===== src/hdl/linear_move_duration_executor_defines.svh =====
// ----------------------------------------------------------------------------
// Linear move duration executor assertion macros
// Shared property forms for the concurrent checks of the executor.
// ----------------------------------------------------------------------------
`ifndef LINEAR_MOVE_DURATION_EXECUTOR_DEFINES_SVH
`define LINEAR_MOVE_DURATION_EXECUTOR_DEFINES_SVH

// Same-cycle implication, disabled during reset.
`define LMDE_ASSERT_IMPL(label, clk_i, rst_i, ante, cons, msg) \
  label: assert property (@(posedge clk_i) disable iff (rst_i) (ante) |-> (cons)) \
    else $error(msg);

// Next-cycle implication, disabled during reset.
`define LMDE_ASSERT_NEXT(label, clk_i, rst_i, ante, cons, msg) \
  label: assert property (@(posedge clk_i) disable iff (rst_i) (ante) |=> (cons)) \
    else $error(msg);

`endif


===== src/hdl/lmde_pkg.sv =====
// ----------------------------------------------------------------------------
// Linear move duration executor package
// Command and status types between controller and datapath, field codes
// and register defaults.
// ----------------------------------------------------------------------------
package lmde_pkg;

  localparam int FEED_WIDTH      = 16;
  localparam int CFG_WIDTH       = 16;
  localparam int CFG_INDEX_WIDTH = 2;
  localparam int TYPE_WIDTH      = 3;
  localparam int GRIP_WIDTH      = 2;
  localparam int DUR_WIDTH       = 28;

  localparam logic [DUR_WIDTH-1:0] DUR_MAX = {DUR_WIDTH{1'b1}};

  // 3600 = 4096 - 512 + 16
  localparam int SCALE_SH_HI  = 12;
  localparam int SCALE_SH_MID = 9;
  localparam int SCALE_SH_LO  = 4;

  localparam logic [TYPE_WIDTH-1:0] REQ_RAPID      = 3'd0;
  localparam logic [TYPE_WIDTH-1:0] REQ_LINEAR     = 3'd1;
  localparam logic [TYPE_WIDTH-1:0] REQ_GRIP_OPEN  = 3'd2;
  localparam logic [TYPE_WIDTH-1:0] REQ_GRIP_CLOSE = 3'd3;
  localparam logic [TYPE_WIDTH-1:0] REQ_SET_POS    = 3'd4;

  localparam logic [GRIP_WIDTH-1:0] GRIP_NONE  = 2'd0;
  localparam logic [GRIP_WIDTH-1:0] GRIP_OPEN  = 2'd1;
  localparam logic [GRIP_WIDTH-1:0] GRIP_CLOSE = 2'd2;

  localparam logic [CFG_INDEX_WIDTH-1:0] CFG_DEFAULT_FEED = 2'd0;
  localparam logic [CFG_INDEX_WIDTH-1:0] CFG_MAX_FEED     = 2'd1;
  localparam logic [CFG_INDEX_WIDTH-1:0] CFG_MIN_MOVE     = 2'd2;
  localparam logic [CFG_INDEX_WIDTH-1:0] CFG_MIN_DURATION = 2'd3;

  localparam logic [CFG_WIDTH-1:0] RST_DEFAULT_FEED = 16'd1000;
  localparam logic [CFG_WIDTH-1:0] RST_MAX_FEED     = 16'd10000;
  localparam logic [CFG_WIDTH-1:0] RST_MIN_MOVE     = 16'd10;
  localparam logic [CFG_WIDTH-1:0] RST_MIN_DURATION = 16'd1;

  typedef enum logic [2:0] {
    OP_IDLE,
    OP_LOAD,
    OP_SQUARE,
    OP_SCALE,
    OP_ROOT,
    OP_DIVIDE,
    OP_FINISH
  } dp_op_t;

  typedef struct packed {
    dp_op_t     op;
    logic [1:0] sel;
  } dp_cmd_t;

  typedef struct packed {
    logic moving;
  } dp_stat_t;

endpackage


===== src/hdl/linear_move_duration_executor.sv =====
// Move item: after the accepting edge, 4 squaring, 3 scaling, then one root
// bit and one quotient bit per cycle, POS_WIDTH+7 each, before m_tvalid
// rises. Other commands go straight to the result.
// A new item is taken only after the result is registered and the
// controller is back in idle. Reset: synchronous; position to zero,
// feedrate and config registers to their defaults.
// ----------------------------------------------------------------------------
// Linear move duration executor
// Executes motion, gripper and set-position commands and computes the
// duration of each line move from the travelled distance and feedrate.
// ----------------------------------------------------------------------------
module linear_move_duration_executor #(
  parameter int POS_WIDTH = 21
) (
  input  logic                                 clk,
  input  logic                                 rst,
  input  logic                                 s_tvalid,
  output logic                                 s_tready,
  // has_x, x, has_y, y, has_z, z, has_f, f
  input  logic [((3*POS_WIDTH+20+7)/8)*8-1:0]  s_tdata,
  // req_type
  input  logic [lmde_pkg::TYPE_WIDTH-1:0]      s_tuser,
  output logic                                 m_tvalid,
  input  logic                                 m_tready,
  // status, move_valid, pos_x, pos_y, pos_z, duration_ms, gripper_cmd
  output logic [((3*POS_WIDTH+32+7)/8)*8-1:0]  m_tdata,
  input  logic                                 cfg_valid,
  output logic                                 cfg_ready,
  input  logic [lmde_pkg::CFG_INDEX_WIDTH-1:0] cfg_index,
  input  logic [lmde_pkg::CFG_WIDTH-1:0]       cfg_data
);

  localparam int P     = POS_WIDTH;
  localparam int OW    = ((3*P+32+7)/8)*8;
  localparam int X_LSB = 1;
  localparam int HY    = 1 + P;
  localparam int Y_LSB = 2 + P;
  localparam int HZ    = 2 + 2*P;
  localparam int Z_LSB = 3 + 2*P;
  localparam int HF    = 3 + 3*P;
  localparam int F_LSB = 4 + 3*P;

  lmde_pkg::dp_cmd_t  cmd;
  lmde_pkg::dp_stat_t stat;

  logic                                status;
  logic                                move_valid;
  logic signed [P-1:0]                 pos_x;
  logic signed [P-1:0]                 pos_y;
  logic signed [P-1:0]                 pos_z;
  logic [lmde_pkg::DUR_WIDTH-1:0]      duration_ms;
  logic [lmde_pkg::GRIP_WIDTH-1:0]     gripper_cmd;

  assign cfg_ready = 1'b1;

  assign m_tdata = OW'({gripper_cmd, duration_ms, pos_z, pos_y, pos_x, move_valid, status});

  lmde_controller #(
    .POS_WIDTH(POS_WIDTH)
  ) u_ctrl (
    .clk      (clk),
    .rst      (rst),
    .s_tvalid (s_tvalid),
    .s_tready (s_tready),
    .m_tvalid (m_tvalid),
    .m_tready (m_tready),
    .stat     (stat),
    .cmd      (cmd)
  );

  lmde_datapath #(
    .POS_WIDTH(POS_WIDTH)
  ) u_dp (
    .clk         (clk),
    .rst         (rst),
    .cmd         (cmd),
    .stat        (stat),
    .cfg_wr      (cfg_valid && cfg_ready),
    .cfg_index   (cfg_index),
    .cfg_data    (cfg_data),
    .req_type    (s_tuser),
    .has_x       (s_tdata[0]),
    .x           (s_tdata[X_LSB +: P]),
    .has_y       (s_tdata[HY]),
    .y           (s_tdata[Y_LSB +: P]),
    .has_z       (s_tdata[HZ]),
    .z           (s_tdata[Z_LSB +: P]),
    .has_f       (s_tdata[HF]),
    .f           (s_tdata[F_LSB +: lmde_pkg::FEED_WIDTH]),
    .status      (status),
    .move_valid  (move_valid),
    .pos_x       (pos_x),
    .pos_y       (pos_y),
    .pos_z       (pos_z),
    .duration_ms (duration_ms),
    .gripper_cmd (gripper_cmd)
  );

endmodule


===== src/hdl/lmde_datapath.sv =====
// ----------------------------------------------------------------------------
// Linear move duration executor datapath
// Planned position, feedrate and config registers, squared distance,
// shift-subtract square root and restoring divide.
// ----------------------------------------------------------------------------
module lmde_datapath #(
  parameter int POS_WIDTH = 21
) (
  input  logic                                  clk,
  input  logic                                  rst,
  input  lmde_pkg::dp_cmd_t                     cmd,
  output lmde_pkg::dp_stat_t                    stat,
  input  logic                                  cfg_wr,
  input  logic [lmde_pkg::CFG_INDEX_WIDTH-1:0]  cfg_index,
  input  logic [lmde_pkg::CFG_WIDTH-1:0]        cfg_data,
  input  logic [lmde_pkg::TYPE_WIDTH-1:0]       req_type,
  input  logic                                  has_x,
  input  logic signed [POS_WIDTH-1:0]           x,
  input  logic                                  has_y,
  input  logic signed [POS_WIDTH-1:0]           y,
  input  logic                                  has_z,
  input  logic signed [POS_WIDTH-1:0]           z,
  input  logic                                  has_f,
  input  logic [lmde_pkg::FEED_WIDTH-1:0]       f,
  output logic                                  status,
  output logic                                  move_valid,
  output logic signed [POS_WIDTH-1:0]           pos_x,
  output logic signed [POS_WIDTH-1:0]           pos_y,
  output logic signed [POS_WIDTH-1:0]           pos_z,
  output logic [lmde_pkg::DUR_WIDTH-1:0]        duration_ms,
  output logic [lmde_pkg::GRIP_WIDTH-1:0]       gripper_cmd
);

  localparam int P  = POS_WIDTH;
  localparam int RW = P + 7;
  localparam int SW = 2 * P + 2;
  localparam int TW = 2 * RW;
  localparam int XW = (RW > lmde_pkg::DUR_WIDTH) ? RW : lmde_pkg::DUR_WIDTH;
  localparam int FW = lmde_pkg::FEED_WIDTH;

  function automatic logic [P-1:0] abs_diff(input logic [P-1:0] a, input logic [P-1:0] b);
    logic [P:0] d;
    logic [P:0] n;
    d = {a[P-1], a} - {b[P-1], b};
    n = (P+1)'(0) - d;
    return d[P] ? n[P-1:0] : d[P-1:0];
  endfunction

  logic [FW-1:0] default_feed;
  logic [FW-1:0] max_feed;
  logic [FW-1:0] min_move;
  logic [FW-1:0] min_dur;

  logic signed [P-1:0] planned_x;
  logic signed [P-1:0] planned_y;
  logic signed [P-1:0] planned_z;
  logic [FW-1:0]       feed;

  logic [P-1:0]      mag_x;
  logic [P-1:0]      mag_y;
  logic [P-1:0]      mag_z;
  logic              moving;
  logic              res_status;
  logic [lmde_pkg::GRIP_WIDTH-1:0] res_grip;
  logic              zero_len;

  logic [2*P-1:0] prod;
  logic [SW-1:0]  sum_sq;
  logic [TW-1:0]  scaled;
  logic [RW+1:0]  sq_rem;
  logic [RW-1:0]  root;
  logic [FW-1:0]  div_rem;

  logic              is_move;
  logic              reject;
  logic signed [P-1:0] tgt_x;
  logic signed [P-1:0] tgt_y;
  logic signed [P-1:0] tgt_z;
  logic [P-1:0]      mul_a;
  logic [2*P-1:0]    mul_p;
  logic [RW+1:0]     rsh;
  logic [RW+1:0]     trial;
  logic              r_ge;
  logic [FW:0]       dsh;
  logic [FW:0]       dsub;
  logic              d_ge;
  logic [XW-1:0]     q_ext;
  logic [lmde_pkg::DUR_WIDTH-1:0] dur;

  assign is_move = (req_type == lmde_pkg::REQ_RAPID) || (req_type == lmde_pkg::REQ_LINEAR);
  assign reject  = has_f && (f > max_feed);
  assign tgt_x   = has_x ? x : planned_x;
  assign tgt_y   = has_y ? y : planned_y;
  assign tgt_z   = has_z ? z : planned_z;

  always_comb begin
    case (cmd.sel)
      2'd0:    mul_a = mag_x;
      2'd1:    mul_a = mag_y;
      2'd2:    mul_a = mag_z;
      default: mul_a = P'(min_move);
    endcase
  end

  assign mul_p = mul_a * mul_a;

  assign rsh   = {sq_rem[RW-1:0], scaled[TW-1:TW-2]};
  assign trial = {root, 2'b01};
  assign r_ge  = rsh >= trial;

  assign dsh  = {div_rem, root[RW-1]};
  assign dsub = dsh - {1'b0, feed};
  assign d_ge = dsh >= {1'b0, feed};

  assign q_ext = XW'(root);

  always_comb begin
    if (!moving || zero_len) begin
      dur = '0;
    end else if (feed == '0) begin
      dur = lmde_pkg::DUR_MAX;
    end else if (q_ext > XW'(lmde_pkg::DUR_MAX)) begin
      dur = lmde_pkg::DUR_MAX;
    end else if (q_ext == '0) begin
      dur = lmde_pkg::DUR_WIDTH'(min_dur);
    end else begin
      dur = q_ext[lmde_pkg::DUR_WIDTH-1:0];
    end
  end

  assign stat.moving = moving;

  always_ff @(posedge clk) begin
    if (rst) begin
      default_feed <= lmde_pkg::RST_DEFAULT_FEED;
      max_feed     <= lmde_pkg::RST_MAX_FEED;
      min_move     <= lmde_pkg::RST_MIN_MOVE;
      min_dur      <= lmde_pkg::RST_MIN_DURATION;
    end else if (cfg_wr) begin
      case (cfg_index)
        lmde_pkg::CFG_DEFAULT_FEED: default_feed <= cfg_data;
        lmde_pkg::CFG_MAX_FEED:     max_feed     <= cfg_data;
        lmde_pkg::CFG_MIN_MOVE:     min_move     <= cfg_data;
        lmde_pkg::CFG_MIN_DURATION: min_dur      <= cfg_data;
        default: ;
      endcase
    end
  end

  always_ff @(posedge clk) begin
    if (rst) begin
      planned_x <= '0;
      planned_y <= '0;
      planned_z <= '0;
      feed      <= lmde_pkg::RST_DEFAULT_FEED;
      moving    <= 1'b0;
    end else if (cmd.op == lmde_pkg::OP_LOAD) begin
      moving <= is_move && !reject;
      if (is_move && !reject) begin
        planned_x <= tgt_x;
        planned_y <= tgt_y;
        planned_z <= tgt_z;
        if (has_f && (f != '0)) begin
          feed <= f;
        end
      end else if (req_type == lmde_pkg::REQ_SET_POS) begin
        planned_x <= x;
        planned_y <= y;
        planned_z <= z;
        feed      <= default_feed;
      end
    end
  end

  always_ff @(posedge clk) begin
    case (cmd.op)
      lmde_pkg::OP_LOAD: begin
        mag_x      <= abs_diff(tgt_x, planned_x);
        mag_y      <= abs_diff(tgt_y, planned_y);
        mag_z      <= abs_diff(tgt_z, planned_z);
        res_status <= (is_move && reject) || (req_type > lmde_pkg::REQ_SET_POS);
        if (req_type == lmde_pkg::REQ_GRIP_OPEN) begin
          res_grip <= lmde_pkg::GRIP_OPEN;
        end else if (req_type == lmde_pkg::REQ_GRIP_CLOSE) begin
          res_grip <= lmde_pkg::GRIP_CLOSE;
        end else begin
          res_grip <= lmde_pkg::GRIP_NONE;
        end
      end
      lmde_pkg::OP_SQUARE: begin
        prod <= mul_p;
        if (cmd.sel == 2'd0) begin
          sum_sq <= '0;
        end else begin
          sum_sq <= sum_sq + SW'(prod);
        end
      end
      lmde_pkg::OP_SCALE: begin
        case (cmd.sel)
          2'd0: begin
            scaled   <= TW'(sum_sq) << lmde_pkg::SCALE_SH_HI;
            zero_len <= sum_sq <= SW'(prod);
          end
          2'd1: scaled <= scaled - (TW'(sum_sq) << lmde_pkg::SCALE_SH_MID);
          2'd2: begin
            scaled  <= scaled + (TW'(sum_sq) << lmde_pkg::SCALE_SH_LO);
            sq_rem  <= '0;
            root    <= '0;
            div_rem <= '0;
          end
          default: ;
        endcase
      end
      lmde_pkg::OP_ROOT: begin
        scaled <= scaled << 2;
        sq_rem <= r_ge ? (rsh - trial) : rsh;
        root   <= {root[RW-2:0], r_ge};
      end
      lmde_pkg::OP_DIVIDE: begin
        div_rem <= d_ge ? dsub[FW-1:0] : dsh[FW-1:0];
        root    <= {root[RW-2:0], d_ge};
      end
      lmde_pkg::OP_FINISH: begin
        status      <= res_status;
        move_valid  <= moving;
        pos_x       <= planned_x;
        pos_y       <= planned_y;
        pos_z       <= planned_z;
        duration_ms <= dur;
        gripper_cmd <= res_grip;
      end
      default: ;
    endcase
  end

endmodule


===== src/hdl/lmde_controller.sv =====
// ----------------------------------------------------------------------------
// Linear move duration executor controller
// Sequences load, squaring, scaling, root and divide steps, and owns the
// stream handshakes.
// ----------------------------------------------------------------------------
`include "linear_move_duration_executor_defines.svh"

module lmde_controller #(
  parameter int POS_WIDTH = 21
) (
  input  logic               clk,
  input  logic               rst,
  input  logic               s_tvalid,
  output logic               s_tready,
  output logic               m_tvalid,
  input  logic               m_tready,
  input  lmde_pkg::dp_stat_t stat,
  output lmde_pkg::dp_cmd_t  cmd
);

  localparam int RW = POS_WIDTH + 7;
  localparam int CW = $clog2(RW + 1);

  typedef enum logic [2:0] {
    ST_IDLE,
    ST_CHECK,
    ST_SQUARE,
    ST_SCALE,
    ST_ROOT,
    ST_DIVIDE,
    ST_FINISH
  } state_t;

  state_t        state;
  logic [CW-1:0] cnt;
  logic          out_free;
  logic          in_idle;
  logic          in_finish;
  logic          finish_go;
  logic          iterating;

  assign out_free  = !m_tvalid || m_tready;
  assign in_idle   = (state == ST_IDLE);
  assign in_finish = (state == ST_FINISH);
  assign finish_go = in_finish && out_free;
  assign iterating = (state == ST_ROOT) || (state == ST_DIVIDE);

  always_comb begin
    cmd.op  = lmde_pkg::OP_IDLE;
    cmd.sel = cnt[1:0];
    case (state)
      ST_IDLE:   if (s_tvalid && s_tready) cmd.op = lmde_pkg::OP_LOAD;
      ST_SQUARE: cmd.op = lmde_pkg::OP_SQUARE;
      ST_SCALE:  cmd.op = lmde_pkg::OP_SCALE;
      ST_ROOT:   cmd.op = lmde_pkg::OP_ROOT;
      ST_DIVIDE: cmd.op = lmde_pkg::OP_DIVIDE;
      ST_FINISH: if (out_free) cmd.op = lmde_pkg::OP_FINISH;
      default: ;
    endcase
  end

  always_ff @(posedge clk) begin
    if (rst) begin
      state    <= ST_IDLE;
      cnt      <= '0;
      s_tready <= 1'b0;
      m_tvalid <= 1'b0;
    end else begin
      if (m_tvalid && m_tready && !in_finish) begin
        m_tvalid <= 1'b0;
      end
      case (state)
        ST_IDLE: begin
          if (s_tvalid && s_tready) begin
            s_tready <= 1'b0;
            state    <= ST_CHECK;
          end else begin
            s_tready <= 1'b1;
          end
        end
        ST_CHECK: begin
          cnt   <= '0;
          state <= stat.moving ? ST_SQUARE : ST_FINISH;
        end
        ST_SQUARE: begin
          if (cnt == CW'(3)) begin
            cnt   <= '0;
            state <= ST_SCALE;
          end else begin
            cnt <= cnt + 1'b1;
          end
        end
        ST_SCALE: begin
          if (cnt == CW'(2)) begin
            cnt   <= '0;
            state <= ST_ROOT;
          end else begin
            cnt <= cnt + 1'b1;
          end
        end
        ST_ROOT: begin
          if (cnt == CW'(RW - 1)) begin
            cnt   <= '0;
            state <= ST_DIVIDE;
          end else begin
            cnt <= cnt + 1'b1;
          end
        end
        ST_DIVIDE: begin
          if (cnt == CW'(RW - 1)) begin
            cnt   <= '0;
            state <= ST_FINISH;
          end else begin
            cnt <= cnt + 1'b1;
          end
        end
        ST_FINISH: begin
          if (out_free) begin
            m_tvalid <= 1'b1;
            state    <= ST_IDLE;
          end
        end
        default: state <= ST_IDLE;
      endcase
    end
  end

  `LMDE_ASSERT_IMPL(a_busy_not_ready, clk, rst, !in_idle, !s_tready, "ready while busy")
  `LMDE_ASSERT_IMPL(a_cnt_range, clk, rst, iterating, cnt < CW'(RW), "step count overrun")
  `LMDE_ASSERT_NEXT(a_finish_issues, clk, rst, finish_go, m_tvalid && in_idle, "result not issued")
  `LMDE_ASSERT_IMPL(a_valid_from_finish, clk, rst, $rose(m_tvalid), $past(in_finish), "no finish")

endmodule

===== config.mk =====
export PLATFORM = sky130hd
export DESIGN_NAME = linear_move_duration_executor
export DESIGN_NICKNAME = d
export VERILOG_FILES = /design/src/hdl/lmde_pkg.sv /design/src/hdl/linear_move_duration_executor.sv /design/src/hdl/lmde_datapath.sv /design/src/hdl/lmde_controller.sv
export VERILOG_INCLUDE_DIRS = /design/src /design/src/hdl
export SDC_FILE = /design/constraint.sdc
export NUM_CORES = 2
export LEC_CHECK = 0
export BUFFER_PORTS_ARGS = -buffer_cell sky130_fd_sc_hd__buf_2
export CAP_MARGIN = 30
export CORE_ASPECT_RATIO = 1.5
export CORE_UTILIZATION = 37
export DETAILED_ROUTE_END_ITERATION = 8
export HOLD_SLACK_MARGIN = 0.12
export SYNTH_ARGS = -nofsm -noshare
export SYNTH_HDL_FRONTEND = slang
export SYNTH_SLANG_ARGS = --single-unit
export TNS_END_PERCENT = 20

===== constraint.sdc =====
create_clock -name clk -period 13.05 [get_ports clk]
set_input_delay 1.305 -clock clk [delete_from_list [all_inputs] [get_ports clk]]
set_output_delay 1.305 -clock clk [all_outputs]
set_load 0.005 [all_outputs]

### Yosys cells after proc, flatten, opt, wreduce, memory -nomap -nowiden

Index checks and enable logic that the tools add are counted.

| storage, ports and cells | value |
|---|---|
| register bits | 530 |
| latch bits | 0 |
| bits in writable memories | 0 |
| bits in read-only memories | 0 |
| bits of input ports | 114 |
| output and inout bits | 99 |
| memories kept | 0 |

| cells by class | value |
|---|---|
| $add $sub $neg | 12 |
| multipliers | 1 |
| divide/modulo/power cells | 0 |
| magnitude comparators | 6 |
| eq/ne operators | 33 |
| shift operators | 0 |
| muxes and demuxes | 49 |
| bitwise logic cells | 0 |
| reduce and logical (&&, ||, !) cells | 40 |

Operator list:

| operator | number |
|---|---|
| 21-bit two-way mux | 12 |
| 28-bit two-way mux | 6 |
| 56-bit case mux with 3 select lines | 1 |
| 56-bit case mux with 2 select lines | 1 |
| 28-bit case mux with 3 select lines | 1 |
| 16-bit two-way mux | 5 |
| 21-bit by 21-bit subtractor with 22-bit output | 3 |
| 21-bit case mux with 3 select lines | 1 |
| 1-bit by 21-bit subtractor with 21-bit output (first input constant) | 3 |
| 56-bit by 48-bit adder with 56-bit output | 1 |
| 28-bit case mux with 2 select lines | 1 |
| 56-bit by 53-bit subtractor with 56-bit output | 1 |
| 44-bit by 42-bit adder with 44-bit output | 1 |
| 44-bit by 42-bit <= comparator with 1-bit output | 1 |
| 21-bit by 21-bit multiplier with 42-bit output | 1 |
| 16-bit case mux with 2 select lines | 1 |
| 30-bit greater-or-equal comparator | 1 |
| 28-bit greater-than comparator (second input constant) | 1 |
| 28-bit logical NOT | 1 |
| 28-bit subtractor | 1 |
| 3-bit two-way mux | 8 |
| 3-bit equality test (second input constant) | 7 |
| 3-bit case mux with 7 select lines | 1 |
| 5-bit case mux with 4 select lines | 1 |
| other kinds (32) | 80 |

### Logic depth before layout (Yosys ltp)

| depth | value |
|---|---|
| depth in word-level cells | 7 |
| gate-level depth with buffers | 35 |
| gate-level depth less buffers | 33 |

### Modules after synthesis

Synthesis repeated with hierarchy kept, for this count alone.

| second synthesis, totals | value |
|---|---|
| cell total of the unflattened synthesis | 5524 |
| area, all modules | 49140.9 um^2 |

Modules (own cells, without submodules):

| module | instances | cells each | area each (um^2) | sequential area each (um^2) |
|---|---|---|---|---|
| lmde_datapath | 1 | 5441 | 48475.2 | 14143.6 |
| lmde_controller | 1 | 77 | 628.1 | 200.2 |
| linear_move_duration_executor | 1 | 6 | 37.5 | 0.0 |

### Worst setup path before layout

No wires, ideal clock.

| timing path | value |
|---|---|
| path kind | input port to flip-flop |
| start point | input port m_tready |
| end point | register u_dp.duration_ms[0] (netlist bit), enable pin |
| arrival | 8.361 ns |
| data required time | 12.365 ns |
| setup slack | 4.004 ns |
| stages | 2 |
| buffers on the path | 0 |
| cells stage by stage | nand2b_1 nor3b_1 |

| between the ends | value |
|---|---|
| cells in the longest elaborated chain, start to end | 4 |

Ends and longest elaborated chain:

| element | line | RTL |
|---|---|---|
| start, declared | linear_move_duration_executor.sv:24 | `input logic m_tready,` |
| 1-bit logical OR | lmde_controller.sv:42 | `assign out_free = !m_tvalid \|\| m_tready;` |
| 3-bit two-way mux | lmde_controller.sv:57 | `ST_FINISH: if (out_free) cmd.op = lmde_pkg::OP_FINISH;` |
| 3-bit case mux with 6 select lines | lmde_controller.sv:51 | `case (state)` |
| 3-bit equality test | lmde_datapath.sv:176 | `case (cmd.op)` |
| end signal, assigned | lmde_datapath.sv:229 | `duration_ms <= dur;` |
| end, declared | lmde_datapath.sv:30 | `output logic [lmde_pkg::DUR_WIDTH-1:0] duration_ms,` |

Every way passes these cells.
A chain may end at the register's enable or synchronous reset.

### Worst setup path in the final report

| timing path | value |
|---|---|
| start point | register u_ctrl.cnt[0] |
| end point | register u_dp.prod[38], data pin |

| between the ends | value |
|---|---|
| cells in the longest elaborated chain, start to end | 3 |
| elaborated cells between the ends (all ways) | 5 |

Ends and longest elaborated chain:

| element | line | RTL |
|---|---|---|
| start, declared | lmde_controller.sv:35 | `logic [CW-1:0] cnt;` |
| start signal, assigned | lmde_controller.sv:90 | `cnt <= cnt + 1'b1;` |
| start signal, assigned | lmde_controller.sv:98 | `cnt <= cnt + 1'b1;` |
| start signal, assigned | lmde_controller.sv:106 | `cnt <= cnt + 1'b1;` |
| 2-bit equality test (tied with other cells) | lmde_datapath.sv:97 | `case (cmd.sel)` |
| 21-bit case mux with 3 select lines (*) | lmde_datapath.sv:97 |  |
| 21-bit by 21-bit multiplier with 42-bit output (*) | lmde_datapath.sv:105 | `assign mul_p = mul_a * mul_a;` |
| via u_dp.mul_p[38] | lmde_datapath.sv:80 | `logic [2*P-1:0] mul_p;` |
| end signal, assigned | lmde_datapath.sv:191 | `prod <= mul_p;` |
| end, declared | lmde_datapath.sv:67 | `logic [2*P-1:0] prod;` |

The timed path passes the listed nets; every way through them passes the cells marked *.

==> impl_metrics.toml <==
[final_layout]
nets = 6378
final_common_cell = "inv_1"
fin_area_sq_um = 53400
area_delta_synth_final_pct = 10.3
drive_gt1_frac = 0.0778
mostFrequentLayoutCells = "704 x inv_1, 590 x nor2_1, 490 x nand2_1"

[timing]
setup_ws_ns = 3.37
tightest_slew_ns = 1.19
min_period_ns = 9.68
setup_violations = 0
slew_violations = 0
fin_crit_sh = 0.742
skew_ns = 0.0416
timing_hold_violations_final = 0
fmax_ghz = 0.103
whs_ns = 0.420
fin_tns_setup_ns = 0
rsz0062_at_grt = "false"
slew_headroom = 0.206

[clock_tree]
cts_tree = "done"
clk_pin_slew_worst_paths_ns = 0.07
cts_made_buffers = 57
clockRootBuffer = "clkbuf_16"
ctsLongestPathBuffers = 3
insertion_delay_ns = 0.69
cts.htree.levels = 2
hold_buffers = 0
clock-sinks = 529
cts_resized = 0
post_cts_buffers = 0

[grt]
grt_max_degree = 81
grt_overflow = 0
grt_pass1_wl_mm = 216
antenna_found_initial = 7
track_usage = 0.207
grt_pass1_vias = 39500

[floorplan]
pin_count = 213
start_util = 0.373
rows = 162
die_area_sq_um = 132000
coreArea_sq_um = 130000
die_h_um = 445
dieWidth_um = 297

[synthesis]
avgSynthCellArea_sq_um = 9.03
yosysTopAreaCell = "edfxtp_1"
yosysWarnings = 0
yosys.area.top_type_share = 0.233
syn_area_sq_um = 48400
ys_async_sr_fraction = 0
synth_area_leaders = "edfxtp_1 23%, fa_1 13%, ha_1 12%"
synth-seq-area-share = 0.296
synth_nets = 6251
synth-main-ff-cell = "edfxtp_1"
synthCells = 5363
ys_ff_latch = 529
synth_edf_count = 375
synthDistinctLibCells = 91

[placement]
port_buffers = 205
place.gp.congestion = 0.930
place_ws_ns = 3.43
hpwl_mm = 110
placed_area_sq_um = 51400

[run]
max-cap-violations = 0

[run_status]
status = "complete, no violations"

[worst_setup_path]
crit_top_cell = "inv_1"
start_kind = "register"
crit_type = "register to register"
crit_start = "u_ctrl.cnt[0]"
slowest_stage = "buf_4"
cp-end-kind = "register"
r2r_start = "u_ctrl.cnt[0]"
cp_data_arrival_time_ns = 10.10
crit_required_ns = 13.47
cp_slowest_stage_delay_ns = 0.61
critPathMaxFanout = 55

[drt]
drc = 0
routedWlPerCell_um = 19.2
vias = 38700
dr.pass1.iters = 5
totalWireLength_mm = 139
first_iter_violations = 1982
viasPerCell = 5.33
postRouteAntennaNets = 0

[worst_hold_path]
min_from = "u_dp.res_grip[0]"
holdCritPathClass = "register to register"
## cells in the mapped netlist (13+ instances only)
master    count
inv_1       706
nor2_1      592
nand2_1     490
ha_1        455
edfxtp_1    375
a21oi_1     325
fa_1        319
o21ai_0     228
xnor2_1     213
dfxtp_1     154
clkbuf_1    153
mux2i_1     125
a21o_1      114
xor2_1       88
nor3_1       84
a211oi_1     62
nand3_1      56
nand2b_1     55
o21bai_1     51
nor2b_1      48
a31oi_1      38
and3_1       37
o21a_1       35
nor4_1       34
nand4_1      33
and2_1       31
a221oi_1     30
o31ai_1      30
or3_1        29
a22oi_1      28
or2_2        22
a211o_1      21
mux2_2       21
nand3b_1     16
buf_1        15
a311oi_1     14
o22ai_1      13
## registers in the layout (all words and copies together), names as in the netlist, 28 cells and up
signal	cells
u_dp.sum_sq	44
u_dp.q_ext	28
u_dp.scaled	56
u_dp.duration_ms	28
u_dp.prod	41
u_dp.sq_rem	28
## final cells by class
| cell class | instances | area, sq um |
|---|---|---|
| repair buffers | 252 | 1470 |
| clock buffers | 66 | 1500 |
| clock inverters | 42 | 492 |
| inverters | 717 | 2690 |
| well taps | 1722 | 2150 |
| diodes | 3 | 7.51 |
| multi-input cells | 3933 | 30800 |
| fillers | 12800 | 76500 |
| flip-flops and latches | 529 | 14300 |
## path summary, 6_finish.rpt
kind	endpoint	slack (ns)	cells past startpoint
worst max-delay path	u_dp.prod[38]	3.37	32
worst min-delay path	u_dp.gripper_cmd[0]	0.42	0
worst max register to register	u_dp.prod[38]	3.37	32
worst min register to register	u_dp.gripper_cmd[0]	0.42	0
## cell families after synthesis
family                     after synthesis  share of synthesized area
adders and majority gates              774                      0.249
and+or+nand+nor                       1577                      0.147
muxes                                  146                     0.0307
other                                    2                   0.000155
DFF                                    529                      0.296
AOI/OAI and AO/OA                     1132                      0.151
xor gates and xnor gates               302                     0.0548
buffers and inverters                  901                     0.0705
## critical path, delay by kind of cell, from the launching register on
| family | cells | cell delay, ns |
|---|---|---|
| adders and majority gates | 9 | 4.47 |
| AOI/OAI and AO/OA | 10 | 2.21 |
| buffers and inverters | 9 | 1.38 |
| and+or+nand+nor | 2 | 0.56 |
| DFF | 1 | 0.36 |
| muxes | 1 | 0.31 |
| xor gates and xnor gates | 1 | 0.08 |
## layer usage
layer  up-vias  global-route usage  wire length (um)  share of wire
met2       960               0.391             72700           0.52
met4         6               0.121              8740          0.063
met3       367              0.0229              5510          0.040
met1     18700               0.220             52200           0.37
li1      18700                   -                 -              -
met5         -                   0                37        0.00027
## metrics by stage
stage	cells	util
floorplan	5363	-
global placement	7146	0.395
detailed placement	7151	0.396
CTS	7259	0.411
global route	7262	0.411
finish	7264	0.411
Power is not shown: default switching activity piles up to over one toggle a cycle in this logic, so the estimate is an artifact.
